### config.mk
export PLATFORM = sky130hd
export DESIGN_NAME = oale_check
export DESIGN_NICKNAME = d
export VERILOG_FILES = /design/src/design/oale_pkg.sv /design/src/design/oale_check.sv
export SDC_FILE = /design/constraint.sdc
export NUM_CORES = 1
export LEC_CHECK = 0
export BUFFER_PORTS_ARGS = -buffer_cell sky130_fd_sc_hd__buf_2
export CAP_MARGIN = 40
export CORE_AREA = 2 2 39 41
export DETAILED_ROUTE_END_ITERATION = 7
export DIE_AREA = 0 0 41 43
export PLACE_DENSITY = 0.85
export RECOVER_POWER = 50
export SLEW_MARGIN = 20
export SYNTH_ARGS = -nofsm -noshare
export SYNTH_HDL_FRONTEND = slang
export SYNTH_SLANG_ARGS = --single-unit
export TNS_END_PERCENT = 30
### constraint.sdc
create_clock -name vclk -period 1.9
set_input_delay 0.095 -clock vclk [all_inputs]
set_output_delay 0.095 -clock vclk [all_outputs]
set_load 0.05 [all_outputs]
### src/design/oale_pkg.sv
// Package for the ordered array list engine.
// Holds request and status codes, the sequencer state type and the check result struct.
// No dependencies.
package oale_pkg;

    typedef enum logic [2:0] {
        REQ_CLEAR  = 3'd0,
        REQ_GET    = 3'd1,
        REQ_LOCATE = 3'd2,
        REQ_PRIOR  = 3'd3,
        REQ_NEXT   = 3'd4,
        REQ_INSERT = 3'd5,
        REQ_DELETE = 3'd6
    } req_t;

    typedef enum logic [1:0] {
        STAT_OK       = 2'd0,
        STAT_BADPOS   = 2'd1,
        STAT_NOTFOUND = 2'd2,
        STAT_FULL     = 2'd3
    } status_t;

    typedef enum logic [6:0] {
        ST_IDLE = 7'b0000001,
        ST_SCAN = 7'b0000010,
        ST_DOWN = 7'b0000100,
        ST_UP   = 7'b0001000,
        ST_PUT  = 7'b0010000,
        ST_GRAB = 7'b0100000,
        ST_DONE = 7'b1000000
    } state_t;

    typedef struct packed {
        logic bad_pos;
        logic full;
    } chk_t;

endpackage

### src/design/oale_check.sv
// Position and capacity check for an incoming request.
// Depends on oale_pkg (req_t, chk_t).
module oale_check import oale_pkg::*; #(
    parameter int CAPACITY = 256
) (
    input  logic [2:0]                        req_type,
    input  logic [8:0]                        position,
    input  logic [$clog2(CAPACITY + 1) - 1:0] count,
    output chk_t                              chk
);

    localparam int CW = $clog2(CAPACITY + 1);
    localparam int PW = ((CW > 9) ? CW : 9) + 1;

    logic [PW-1:0] pos_w;
    logic [PW-1:0] cnt_w;

    assign pos_w = PW'(position);
    assign cnt_w = PW'(count);

    always_comb
    begin
        chk = '0;
        unique case (req_t'(req_type))
            REQ_GET, REQ_DELETE:
            begin
                chk.bad_pos = (pos_w == '0) || (pos_w > cnt_w);
            end
            REQ_INSERT:
            begin
                chk.bad_pos = (pos_w == '0) || (pos_w > cnt_w + PW'(1));
                chk.full    = !chk.bad_pos && (cnt_w >= PW'(CAPACITY));
            end
            default:
            begin
                chk = '0;
            end
        endcase
    end

endmodule

======== Word-level counts from Yosys, hierarchy flattened ========
Index checks and enable logic that the tools add are counted.
Widths: inputs -> output; s select.
storage, ports and cells
  bits in registers ....................... 0
  word-level logic and storage cells ...... 15
cells by class
  add/subtract/negate cells ............... 1
  $lt $le $gt $ge ......................... 3
  reduce and logical (&&, ||, !) cells .... 6
  mux-type cells .......................... 2
  equal/unequal tests ..................... 3
operators by type and width
  cell                  count
  $add 9x1->10 const B  1
  $gt 9x10->1           1
  $logic_not 10->1      1
  $ge 9x9->1 const B    1
  $gt 9x9->1            1
  $eq 3x3->1 const B    2
  $eq 3x1->1 const B    1
  $logic_or 1x1->1      2
  $pmux 1 s2            1
  $reduce_or 2->1       1
  $logic_and 1x1->1     1
  $logic_not 1->1       1
  $mux 1                1

======== Depth between registers and ports, before layout ========
  depth in word-level cells ............... 6
  depth in mapped cells ................... 10

======== Least setup slack after synthesis ========
No wires, ideal clock.
  path kind ............................... in2out
  from .................................... input count[3]
  to ...................................... output chk[1] (netlist bit)
  arrival time ............................ 2.236 ns
  buffers on the path ..................... 0
  setup slack ............................. -0.431 ns
  stages .................................. 10
  required time ........................... 1.805 ns
  cell sequence ........................... inv_1 -> nor3_2 -> nand3_1 -> nor3_1 -> xnor2_1 -> ha_1 -> and4_1 -> a31oi_1 -> a31oi_1 -> o32ai_1
RTL lines
  item             line             RTL
  start, declared  oale_check.sv:8  input logic [$clog2(CAPACITY + 1) - 1:0] count,
  end, declared    oale_check.sv:9  output chk_t chk

==> results.tsv <==
stage	metric	value	unit
layout	diodes	0	
floorplanning	dieArea	0.001763	sq mm
yosys	synth-xor-area-share	9.351	%
critical_path	cp_top_family	adder cells	
layout	nClkBuffers	0	
critical_path	crit_buf_inv	3	
yosys	synth_top_area_cell	ha_1	
floorplanning	initial_utilization	47.38	%
layout	seq_cells	0	
timing	final-hold-violation-count	0	
drt	drc	0	
layout	register_area	0	sq um
yosys	synth_compound_area_share	20.42	%
critical_path	start_kind	primary input	
layout	drive_above_1_share	39.02	%
layout	finalInstanceArea	977.2	sq um
layout	synthToLayoutAreaGrowth	49.05	%
layout	most-common-layout-cells	buf_2 (19), ha_1 (18), buf_4 (13)	
yosys	synth-adder-area-share	36.26	%
timing	fin_crit	2.149	ns
layout	nets	165	
drt	dr.pass1.iters	4	
place	port_buffers	23	
layout	layout_commonest_cell	buf_2	
power_and_ir_drop	irDropWorstVdd	115.8	uV
grt	grt_pass1_wl	3339	um
place	place_hpwl	1764	um
outcome	violations	negative setup slack	
timing	setup_violations	2	
grt	gr-total-overflow	0	
grt	grt_antenna_before_repair	0	
layout	final_util	70.61	%
critical_path	critPathCaptureType	primary output	
place	place.gp.congestion	0.9247	
place	placed_area	915.9	sq um
timing	tightest_slew	0.3781	ns
yosys	synthCells	87	
yosys	synth_top_area_share	36.26	%
drt	dr_total_vias	833	
critical_path	critPathKind	primary input to primary output	
drt	drtIter0Drc	15	
floorplanning	io_pins	23	
yosys	yosysWarningCount	0	
floorplanning	fp.dieW	41	um
yosys	netlist_area	655.6	sq um
critical_path	crit_slowest_cell	ha_1	
drt	wl_per_cell	15.29	um
yosys	yosys.area_share.simple	26.53	%
critical_path	max_stage_delay	0.28	ns
floorplanning	die_h	43	um
yosys	syn_nets	127	
power_and_ir_drop	p_leak	0.4981	nW
timing	grt_setup_unrepaired	true	
place	place_inst	138	
critical_path	cp_max_fo	3	
yosys	synth_top_family_by_area	adder cells	
drt	ant_nets	0	
timing	slew_headroom	74.68	%
timing	drv_slew	0	
power_and_ir_drop	power	0.2321	mW
critical_path	cp_cell_sequence	buf_2 > ha_2 > nand3_2 > nor3_2 > xnor2_1 > ha_1 > and4_1 > a31oi_1 > a31oi_2 > buf_4 > o32ai_4 > buf_6	
run	maxCapViolations	0	
grt	grt_use_total	26.73	%
timing	fmax	0.4654	GHz
drt	drt-total-wl	2125	um
worst_hold_path	hold_class	primary input to primary output	
timing	fin_crit_sh	113.1	%
yosys	muxShareOfSynthArea	0	%
drt	viasPerCell	5.993	
critical_path	critPathArrivalTime	2.05	ns
floorplanning	rows	14	
grt	grt_pass1_vias	814	
floorplanning	core	0.001384	sq mm
timing	worst_slack	-0.2486	ns
timing	timing.hold.ws	0.5467	ns
yosys	synth-seq-area-share	0	%
yosys	ys_top_cells_by_area	ha_1 (36%), xnor2_1 (9.4%), inv_1 (7.4%), nand3_1 (4.6%), a21o_1 (3.4%)	
outcome	outcome	finished with violations	
yosys	syn_avg_cell_area	7.536	sq um
power_and_ir_drop	power_density	237.5	mW/mm^2
critical_path	worstPathRequired	1.80	ns
yosys	yosysUniqueCellTypes	28	
grt	grt_max_degree	6	
layout	fin_cells	139	
==> synthesized netlist by cell type, drive strengths merged, types with 2 or more instances <==
| cell | instances |
|---|---|
| ha | 19 |
| inv | 13 |
| xnor2 | 7 |
| nand3 | 6 |
| nand2 | 4 |
| nor2 | 4 |
| nor3 | 4 |
| a21o | 3 |
| a31oi | 3 |
| a21oi | 2 |
| and4 | 2 |
| nand3b | 2 |
| nand4 | 2 |
| nor2b | 2 |
| nor4 | 2 |
| o21ai | 2 |
| o32ai | 2 |
==> timing repair <==
| action | 4_1_cts | 5_1_grt |
|---|---|---|
| buffers inserted | 0 | 1 |
| setup endpoints to repair | 2 | 2 |
| hold buffers | 0 | 0 |
| pin swaps | 9 | 1 |
| gates resized for setup | 15 | 0 |
| gates cloned | 0 | 0 |
==> cells by family (layout without fill, tap and decap cells) <==
group | Yosys count | after routing
AND/OR/NAND/NOR | 29 | 29
AO/OA/AOI/OAI | 19 | 19
adder cells (fa/ha/maj) | 19 | 19
buffers and inverters | 13 | 49
XOR/XNOR | 7 | 7
==> final timing paths <==
path | start | endpoint | slack, ns | depth (start not counted)
hold / removal | req_type[0] | chk[1] | 0.55 | 3
setup / recovery | count[1] | chk[1] | -0.25 | 12
==> layout make-up <==
type | count | area [sq um]
Fill cell | 114 | 406.6
Inverter | 13 | 51.30
Multi-Input combinational cell | 74 | 660.6
Tap cell | 16 | 20.02
Timing Repair Buffer | 36 | 245.2
==> layer usage <==
metal  vias to the layer above  routed length, um  share of wire [%]  global-route usage (%)
li1                        400                  -                  -                       -
met1                       380                871                 41                   34.08
met2                        39               1012                 48                   42.50
met3                        14                144                6.8                   3.665
met4                         0                 97                4.6                   11.33
met5                         -                  0                  0                       0
==> metrics by stage <==
step                      worst slack [ns]  TNS, ns
after global placement             -0.2758  -0.5037
final                              -0.2486  -0.4012
after CTS                          -0.1874  -0.3044
after floorplan                   0.005353        0
after global routing               -0.3017  -0.5683
after detailed placement           -0.3989  -0.7514
==> power by group <==
| part | internal, mW | leakage (nW) | total [mW] | switching [mW] |
|---|---|---|---|---|
| combinational | 0.111 | 0.498 | 0.232 | 0.121 |
| sequential | 0 | 0 | 0 | 0 |
| clock | 0 | 0 | 0 | 0 |
| total | 0.111 | 0.498 | 0.232 | 0.121 |
Note: power is estimated with default switching activity, not from simulation.
